## src/sv/sfb_pkg.sv

```systemverilog
`timescale 1ns / 1ps
// ----------------------------------------------------------------------------
// sfb_pkg - square draw framebuffer shared definitions
// Operation codes, field widths, defaults and the structs passed between
// the top level and the drawing engine.
// ----------------------------------------------------------------------------
package sfb_pkg;

	// field widths
	localparam int OP_W    = 2;
	localparam int COORD_W = 6;
	localparam int PIX_W   = 8;
	localparam int SIDE_W  = 7;
	// signed span of x0..x1 (-63 .. 126)
	localparam int SPAN_W  = 8;

	localparam int MAX_SIDE_DEF = 64;
	localparam logic [SIDE_W-1:0] GRID_SIDE_RST = 7'd64;

	// operation codes
	localparam logic [OP_W-1:0] OP_CLEAR   = 2'd0;
	localparam logic [OP_W-1:0] OP_OUTLINE = 2'd1;
	localparam logic [OP_W-1:0] OP_FILL    = 2'd2;
	localparam logic [OP_W-1:0] OP_READ    = 2'd3;

	typedef struct packed {
		logic [OP_W-1:0]    op;
		logic [COORD_W-1:0] center_x;
		logic [COORD_W-1:0] center_y;
		logic [COORD_W-1:0] half_width;
		logic [PIX_W-1:0]   color;
	} cmd_t;

	typedef struct packed {
		logic [PIX_W-1:0] pixel_value;
		logic             clipped;
	} res_t;

endpackage

```

## src/sv/sfb_engine.sv

```systemverilog
`timescale 1ns / 1ps
// ----------------------------------------------------------------------------
// sfb_engine - drawing sequencer
// Takes one command, walks the clipped pixel box one pixel per cycle and
// writes the frame store, or issues a single read; holds the result until
// the output stage takes it.
// ----------------------------------------------------------------------------
module sfb_engine
	import sfb_pkg::*;
#(
	parameter int MAX_SIDE = MAX_SIDE_DEF,
	localparam int DEPTH   = MAX_SIDE * MAX_SIDE,
	localparam int AW      = $clog2(DEPTH)
) (
	input  logic              clk,
	input  logic              arst_n,
	// command transaction
	input  logic              cmd_valid,
	output logic              cmd_ready,
	input  cmd_t              cmd,
	input  logic [SIDE_W-1:0] side,
	// result transaction
	output logic              res_valid,
	input  logic              res_ready,
	output res_t              res,
	// frame store port
	output logic              mem_we,
	output logic [AW-1:0]     mem_waddr,
	output logic [PIX_W-1:0]  mem_wdata,
	output logic              mem_re,
	output logic [AW-1:0]     mem_raddr,
	input  logic [PIX_W-1:0]  mem_rdata
);

	localparam logic [1:0] ST_IDLE = 2'd0;
	localparam logic [1:0] ST_WALK = 2'd1;
	localparam logic [1:0] ST_RDWT = 2'd2;
	localparam logic [1:0] ST_DONE = 2'd3;

	logic [1:0] state_q;

	logic                     in_fire;
	logic signed [SPAN_W-1:0] cx_n, cy_n, hw_n, side_n, smax_n;
	logic signed [SPAN_W-1:0] x0_n, x1_n, y0_n, y1_n;
	logic [SIDE_W-1:0]        xs_n, xe_n, ys_n, ye_n, side_m1;
	logic                     clip_n, empty_n, rd_in_n;

	// walk registers
	logic [OP_W-1:0]          op_q;
	logic [PIX_W-1:0]         color_q;
	logic signed [SPAN_W-1:0] x0_q, x1_q, y0_q, y1_q;
	logic [SIDE_W-1:0]        xs_q, xe_q, ye_q, x_q, y_q;
	logic [AW-1:0]            row_q;
	logic [PIX_W-1:0]         pix_q;
	logic                     clip_q;
	logic                     on_edge;
	logic                     last_col;

	assign in_fire   = cmd_valid && (state_q == ST_IDLE);
	assign cmd_ready = (state_q == ST_IDLE);

	// square bounds and clipping against the active side
	always_comb begin
		cx_n    = signed'(SPAN_W'(cmd.center_x));
		cy_n    = signed'(SPAN_W'(cmd.center_y));
		hw_n    = signed'(SPAN_W'(cmd.half_width));
		side_n  = signed'(SPAN_W'(side));
		smax_n  = side_n - 8'sd1;
		side_m1 = side - 7'd1;
		x0_n    = cx_n - hw_n;
		x1_n    = cx_n + hw_n;
		y0_n    = cy_n - hw_n;
		y1_n    = cy_n + hw_n;
		clip_n  = (x0_n < 0) || (y0_n < 0) || (x1_n > smax_n) || (y1_n > smax_n);
		empty_n = (x0_n > smax_n) || (y0_n > smax_n);
		rd_in_n = (SIDE_W'(cmd.center_x) < side) && (SIDE_W'(cmd.center_y) < side);
		if (cmd.op == OP_CLEAR) begin
			xs_n = '0;
			ys_n = '0;
			xe_n = side_m1;
			ye_n = side_m1;
		end else begin
			xs_n = (x0_n < 0) ? '0 : x0_n[SIDE_W-1:0];
			ys_n = (y0_n < 0) ? '0 : y0_n[SIDE_W-1:0];
			xe_n = (x1_n > smax_n) ? side_m1 : x1_n[SIDE_W-1:0];
			ye_n = (y1_n > smax_n) ? side_m1 : y1_n[SIDE_W-1:0];
		end
	end

	// read issue straight from the accepted command
	assign mem_re    = in_fire && (cmd.op == OP_READ) && rd_in_n;
	assign mem_raddr = AW'(int'(cmd.center_y) * MAX_SIDE + int'(cmd.center_x));

	// outline keeps only pixels on the unclipped square edges
	assign on_edge  = (signed'(SPAN_W'(x_q)) == x0_q) || (signed'(SPAN_W'(x_q)) == x1_q) ||
	                  (signed'(SPAN_W'(y_q)) == y0_q) || (signed'(SPAN_W'(y_q)) == y1_q);
	assign last_col = (x_q == xe_q);

	assign mem_we    = (state_q == ST_WALK) && ((op_q != OP_OUTLINE) || on_edge);
	assign mem_waddr = row_q + AW'(x_q);
	assign mem_wdata = color_q;

	// sequencer
	always_ff @(posedge clk or negedge arst_n) begin
		if (!arst_n) begin
			state_q <= ST_IDLE;
		end else begin
			case (state_q)
				ST_IDLE: begin
					if (in_fire) begin
						if (cmd.op == OP_READ) begin
							state_q <= rd_in_n ? ST_RDWT : ST_DONE;
						end else if (cmd.op != OP_CLEAR && empty_n) begin
							state_q <= ST_DONE;
						end else begin
							state_q <= ST_WALK;
						end
					end
				end
				ST_WALK: begin
					if (last_col && (y_q == ye_q)) begin
						state_q <= ST_DONE;
					end
				end
				ST_RDWT: begin
					state_q <= ST_DONE;
				end
				ST_DONE: begin
					if (res_ready) begin
						state_q <= ST_IDLE;
					end
				end
				default: begin
					state_q <= ST_IDLE;
				end
			endcase
		end
	end

	// walk datapath and result
	always_ff @(posedge clk) begin
		if (in_fire) begin
			op_q    <= cmd.op;
			color_q <= cmd.color;
			x0_q    <= x0_n;
			x1_q    <= x1_n;
			y0_q    <= y0_n;
			y1_q    <= y1_n;
			xs_q    <= xs_n;
			xe_q    <= xe_n;
			ye_q    <= ye_n;
			x_q     <= xs_n;
			y_q     <= ys_n;
			row_q   <= AW'(int'(ys_n) * MAX_SIDE);
			pix_q   <= '0;
			if (cmd.op == OP_READ) begin
				clip_q <= !rd_in_n;
			end else if (cmd.op == OP_CLEAR) begin
				clip_q <= 1'b0;
			end else begin
				clip_q <= clip_n;
			end
		end else if (state_q == ST_WALK) begin
			if (last_col) begin
				x_q   <= xs_q;
				y_q   <= y_q + 7'd1;
				row_q <= row_q + AW'(MAX_SIDE);
			end else begin
				x_q <= x_q + 7'd1;
			end
		end else if (state_q == ST_RDWT) begin
			pix_q <= mem_rdata;
		end
	end

	assign res_valid       = (state_q == ST_DONE);
	assign res.pixel_value = pix_q;
	assign res.clipped     = clip_q;

endmodule

```

## config.mk

```make
export PLATFORM = sky130hd
export DESIGN_NAME = sfb_engine
export DESIGN_NICKNAME = d
export VERILOG_FILES = /design/src/sv/sfb_pkg.sv /design/src/sv/sfb_engine.sv
export SDC_FILE = /design/constraint.sdc
export NUM_CORES = 1
export LEC_CHECK = 0
export BUFFER_PORTS_ARGS = -buffer_cell sky130_fd_sc_hd__buf_4
export CORE_MARGIN = 5
export CORE_UTILIZATION = 55
export CTS_CLUSTER_SIZE = 14
export DETAILED_ROUTE_END_ITERATION = 8
export GPL_TIMING_DRIVEN = 0
export PLACE_DENSITY = 0.77
export SETUP_SLACK_MARGIN = 0.1
export SYNTH_ARGS = -nofsm -noshare
export SYNTH_HDL_FRONTEND = slang
export SYNTH_SLANG_ARGS = --single-unit
export TNS_END_PERCENT = 30
```

## constraint.sdc

```tcl
create_clock -name clk -period 4.3 [get_ports clk]
set_input_delay 0.215 -clock clk [delete_from_list [all_inputs] [get_ports clk]]
set_output_delay 0.215 -clock clk [all_outputs]
set_load 0.02 [all_outputs]
```

==> summary.txt, run 1 <==
GRT
  – Largest net degree at the start of global routing: 39
  – Vias in the first global route: 4887
  – First-pass GRT wire length: 23800 um
  – GR Overflow Total: 0
  – Initial antenna violation count: 0
  – GR Util All Layers: 22.7%

Synthesis
  – Yosys reg bits: 87
  – Largest family of logic cells by synthesized area: adder cells
  – Synth area leader: edfxtp_1
  – Post-synthesis adder-cell area fraction: 16.2%
  – YS warnings: 0
  – Complex-gate fraction of the synthesized area: 11.9%
  – Synth unique cells: 57
  – Post-synth EDFFs: 77
  – Most used DFF post-synth: edfxtp_1
  – Syn Area/Cell: 10.3 um^2
  – XOR/XNOR share of the synthesized area: 9.72%
  – Post-synthesis simple-gate area fraction: 12.5%
  – Mapped cell area: 6220 um^2
  – Syn Inst Count: 603
  – Register area share after synthesis: 40.6%
  – Async SR Flop Fraction: 2.30%
  – Ranking of synthesized cells by area: edfxtp_1, ha_1, xnor2_1, xor2_1, inv_1
  – Share of the synthesized area in the top cell type: 37.2%
  – Post-synthesis mux area share: 2.74%
  – Post-Syn Nets: 728

Critical path
  – Critical path buffers and inverters: 2
  – Crit path largest cell delay: 980 ps
  – Critical Path End Type: register
  – Worst EP arrival: 4020 ps
  – WS Path Type: input pin to register
  – Startpoint types: input pin
  – CP delay by family, top: compound AO/OA/AOI/OAI gates
  – Worst-path cell chain: buf_4, inv_1, ha_1, nor2b_1, o21a_1, o21a_1, o311ai_0, ha_1, a21o_1, a31oi_1, a21boi_0, mux2i_1, o21a_1, o31ai_1
  – CP dominant cell by count: o21a_1
  – CP Max Fanout: 6
  – CP max-delay cell: o311ai_0
  – Worst endpoint required time: 4540 ps

Die
  – Io pins: 92
  – Die Height: 116 um
  – Core Region: 11000 um^2
  – Num rows: 38
  – Die X: 116 um
  – DIE AREA: 13500 um^2
  – Initial Utilization: 56.6%

CTS
  – Max Buffers Root-to-Sink: 2
  – CTS Sinks: 87
  – Worst-Skew Late Latency: 340 ps
  – Root Driver: clkbuf_16
  – Clock Pin Slew Worst Setup and Hold Paths: 60 ps
  – Post-CTS Resized: 0
  – H-Tree Depth: 3
  – CTS tree: yes
  – CTS Buf Count: 9

Drt
  – Met3 routed wirelength: 1170 um
  – Top Metal Used: met4
  – DRC violations left: 0
  – Antenna-violating nets left: 0
  – Vias: 4914
  – Via-to-Cell Ratio: 5.76
  – DR WL/cell: 17.7 um
  – Met1 wire length: 6470 um
  – Pre-antenna DRT Iters: 5
  – Final WL: 15100 um
  – DRT iter0 DRCs: 346
  – DR WL met2: 6960 um

Layout
  – Area Growth Syn to Fin: 18.9%
  – Share of post-route cells with drive strength above 1: 19.1%
  – Most frequent cells in the layout: buf_4, edfxtp_1, ha_1
  – Fillers: 828
  – Area of the multi-input gates: 3290 um^2
  – Register Area: 2520 um^2
  – # diodes: 0
  – Nets: 833
  – Commonest non-fill, non-tap cell in the layout: buf_4
  – Finished Layout Cells: 853

Placement
  – Dpl ws: 312 ps
  – Number of I/O port buffers: 91
  – Routability cong.: 0.930
  – Placed insts: 836
  – Post-DP HPWL: 12000 um

STA
  – Max Freq: 265 MHz
  – Clock Skew: 4.82 ps
  – Final worst slack: 523 ps
  – Tmin final: 3780 ps
  – RSZ-0062 raised after global routing: false
  – Setup Viol. Count Final: 0
  – Period utilization: 87.8%
  – Slew headroom: 14.0%
  – Hold Fails Final Rpt: 0
  – Worst slew pin tran: 1270 ps
  – Final TNS setup: 0 ps
  – Final Max Slew Viols: 0

Power
  – Static leakage: 3.17 nW
  – Pwr/cell area: 507 nW/um^2
  – Max VDD drop: 0.000381 V

Min path
  – Worst Hold Class: input pin to register

Outcome
  – Outcome: completed

Job
  – Max-Cap Viols: 0
[cells in the mapped netlist, drive strengths merged, types with 3 or more instances]
library cell / n
o21bai: 6
dfxtp: 8
o21ai: 29
a21oi: 25
buf: 22
ha: 74
inv: 47
o211ai: 3
xnor2: 39
nand2: 23
fa: 4
o21a: 11
nand3: 16
nor3: 15
nor2b: 10
clkbuf: 17
xor2: 30
a21o: 3
a21boi: 4
nand2b: 10
a211oi: 4
a31oi: 6
o22ai: 9
mux2i: 17
edfxtp: 77
and3: 6
nor2: 44
or2: 3
nor4: 6
nand4: 11
o31ai: 3
[state kept, by name, summed over array words and instances (netlist names)]
signal and cells:
y_q 7, ye_q 7, mem_wdata 8, clip_q 1, y1_q 6, xs_q 6
xe_q 7, op_q 2, state_q 2, x1_q 6, row_q 6, x_q 7
y0_q 7, x0_q 7, pix_q 8
[report_power, final]
part           switching [mW]  internal [mW]
sequential              0.135           1.23
combinational           0.942          0.703
clock                   0.298          0.442
[layer usage]
layer  global-route usage, %  up-vias
li1                        -     2358
met1                    28.9     2289
met2                    38.1      229
met3                    3.68       38
met4                    10.3        0
met5                       0        -
[stage by stage]
step,utilization [%],power (mW),instance area [um^2],hold slack [ps]
after floorplan,-,2.49,6220,-80.6
after global placement,64.4,2.95,7080,-1.02
after detailed placement,64.7,3.02,7110,0.0268
after CTS,67.3,3.76,7400,40.5
after global routing,67.3,3.98,7400,40.5
final,67.3,3.75,7400,50.3
[timing repair]
| action | CTS | global route |
|---|---|---|
| setup buffers | 0 | 0 |
| hold buffers | 1 | 0 |
| hold endpoints to repair | 2 | 0 |
[final timing paths]
path / start / end / slack [ps] / depth (start not counted)
max: cmd[9] / state_q[1]$_DFFE_PN0P_ / 520 / 14
min: cmd[2] / mem_wdata[2]$_DFFE_PP_ / 50 / 1
max reg2reg: x_q[4]$_DFFE_PP_ / y_q[6]$_SDFFCE_PP0P_ / 1590 / 7
min reg2reg: pix_q[0]$_SDFFE_PP0P_ / pix_q[0]$_SDFFE_PP0P_ / 490 / 2
max in group asynchronous: arst_n / state_q[1]$_DFFE_PN0P_ / 4000 / 2
min in group asynchronous: arst_n / state_q[0]$_DFFE_PN0P_ / 220 / 2
[layout make-up]
type	instances	area share, %
plain buffers	39	3.10
clock buffers	10	3.10
clock inverters	6	0.694
inverters	47	2.39
multi-input cells	430	44.5
flip-flops and latches	87	34.1
well taps	140	2.37
repair buffers	94	9.74
[logic make-up after synthesis]
group	Yosys count
flip-flops	87
AND/OR/NAND/NOR	151
multiplexers	17
XOR/XNOR	69
AO/OA/AOI/OAI	115
buffers and inverters	86
adder cells (fa/ha/maj)	78
No activity file was read; power rests on OpenSTA's default activity.
==> inputs of run 2 (changes only) <==
==> constraint.sdc (replaced) <==
create_clock -name clk -period 4.3 [get_ports clk]
set_input_delay 0.86 -clock clk [delete_from_list [all_inputs] [get_ports clk]]
set_output_delay 0.86 -clock clk [all_outputs]
set_load 0.02 [all_outputs]
==> run 2 against run 1 <==
  * Sequential power about the same
  * Combinational power about the same
  * Cell count decreased by 0.12%
  * Clock power increased by 0.5%
  * Worst setup slack got worse by 170 ps
  * Sequential share of layout area about the same
  * Total power increased by 0.15%
  * Register-to-register slack about the same
==> summary.txt, run 2 (synthesis gave the netlist of run 1 again) <==
Outcome
  – Outcome: completed

Drt
  – Final WL: 15100 um
  – DRC violations left: 0
  – DR WL/cell: 17.7 um
  – DRT iter0 DRCs: 348
  – Vias: 4928
  – Antenna-violating nets left: 0
  – Via-to-Cell Ratio: 5.78
  – Pre-antenna DRT Iters: 5

CTS
  – CTS Buf Count: 9
  – Clock Pin Slew Worst Setup and Hold Paths: 60 ps
  – Max Buffers Root-to-Sink: 2
  – H-Tree Depth: 3
  – CTS Sinks: 87
  – CTS tree: yes
  – Hold_buf cts: 0
  – Worst-Skew Late Latency: 340 ps
  – Root Driver: clkbuf_16

Power
  – Logic pwr share: 43.8%
  – Static leakage: 3.17 nW
  – Clk network pwr share: 19.8%
  – Sequential share of power: 36.4%
  – Internal: 2.38 mW
  – Max VDD drop: 0.000381 V
  – P_sw: 1.38 mW
  – Sw Ratio: 36.7%
  – Pwr/cell area: 508 nW/um^2

Critical path
  – Crit path largest cell delay: 440 ps
  – Worst endpoint required time: 4520 ps
  – R2R Setup Slk: 1600 ps
  – CP delay by family, top: compound AO/OA/AOI/OAI gates
  – Worst EP arrival: 4170 ps
  – Startpoint types: input pin
  – R2r startpoint: x_q[4]$_DFFE_PP_
  – CP max-delay cell: a21oi_1
  – Critical path buffers and inverters: 2
  – RR Endpoint: row_q[9]$_DFFE_PP_
  – CP Max Fanout: 7
  – Worst-path cell chain: buf_4, ha_1, fa_1, nor2b_1, o31ai_1, a21oi_1, inv_1, ha_1, nand4_1, o21ai_0, nor2_1, a2111oi_0, o21a_1, o31ai_1
  – FF-to-FF path depth: 7
  – Critical Path End Type: register
  – WS Path Type: input pin to register

Placement
  – Routability cong.: 0.930
  – Dpl ws: -333 ps
  – Placed Area: 7110 um^2
  – Post-DP HPWL: 12000 um
  – Number of I/O port buffers: 91

Layout
  – Nets: 832
  – Fillers: 828
  – Area Growth Syn to Fin: 18.9%
  – Share of post-route cells with drive strength above 1: 19.2%
  – # diodes: 0
  – Fin area: 7390 um^2
  – Commonest non-fill, non-tap cell in the layout: buf_4
  – Most frequent cells in the layout: buf_4, edfxtp_1, ha_1

Die
  – Initial Utilization: 56.6%
  – Core Region: 11000 um^2
  – Num rows: 38
  – DIE AREA: 13500 um^2
  – Die Height: 116 um
  – Die X: 116 um
  – Io pins: 92

STA
  – Final Max Slew Viols: 0
  – Slew headroom: 38.7%
  – Hold Fails Final Rpt: 0
  – Setup Viol. Count Final: 0
  – Max Freq: 253 MHz
  – Worst slew pin tran: 912 ps
  – RSZ-0062 raised after global routing: false
  – Clock Skew: 5.26 ps
  – Tmin final: 3950 ps
  – Final worst slack: 352 ps
  – Period utilization: 91.8%

GRT
  – Vias in the first global route: 4884
  – Initial antenna violation count: 0
  – First-pass GRT wire length: 23800 um
  – GR Overflow Total: 0
  – GR Util All Layers: 22.7%
  – Largest net degree at the start of global routing: 39

Job
  – Max-Cap Viols: 0

Min path
  – Worst Hold Class: input pin to asynchronous set/reset pin
run 2: area by class of cell:
class,count,area [um^2],area share (%)
Multi-Input combinational cell,430,3300,44.6
Timing Repair Buffer,93,711,9.61
Inverter,47,176,2.39
Clock buffer,10,229,3.10
Sequential cell,87,2520,34.1
Buffer,39,229,3.10
Clock inverter,6,51.3,0.694
Tap cell,140,175,2.37
run 2: power groups by stage:
stage	Combinational, mW	Clock [mW]	Sequential [mW]
6_report	1.65	0.743	1.37
5_1_grt	1.81	0.785	1.39
4_1_cts	1.64	0.747	1.37
3_5_place_dp	1.63	0	1.39
3_3_place_gp	1.56	0	1.39
2_1_floorplan	1.08	0	1.41
run 2: how the worst max path moves through the flow:
stage,startpoint,end,cells after the start
2_1_floorplan,cmd[9],ye_q[5]$_DFFE_PP_,15
3_3_place_gp,cmd[9],state_q[1]$_DFFE_PN0P_,14
3_5_place_dp,cmd[9],state_q[1]$_DFFE_PN0P_,14
4_1_cts,cmd[9],state_q[1]$_DFFE_PN0P_,14
5_1_grt,cmd[8],state_q[1]$_DFFE_PN0P_,14
6_report,cmd[8],state_q[1]$_DFFE_PN0P_,14
run 2: per-stage QoR:
step	utilization [%]	hold WS [ps]	power [mW]	setup TNS, ps	instances
floorplan	-	503	2.49	0	603
global placement	64.4	476	2.95	-5100	834
detailed placement	64.7	482	3.02	-333	836
CTS	67.2	284	3.76	0	852
global route	67.3	281	3.98	0	852
finish	67.3	289	3.76	0	852
run 2: layer usage:
layer | vias to the layer above | GRT usage, % | part of all wire, %
met5 | - | 0 | 0
met4 | 0 | 10.3 | 3.3
met3 | 38 | 3.68 | 7.9
met2 | 233 | 38.1 | 46
met1 | 2300 | 28.8 | 43
li1 | 2357 | - | -
run 2: timing repair:
action                     in CTS  in global routing
buffers inserted                0                  0
gates resized for setup         1                  2
setup endpoints to repair       1                  1
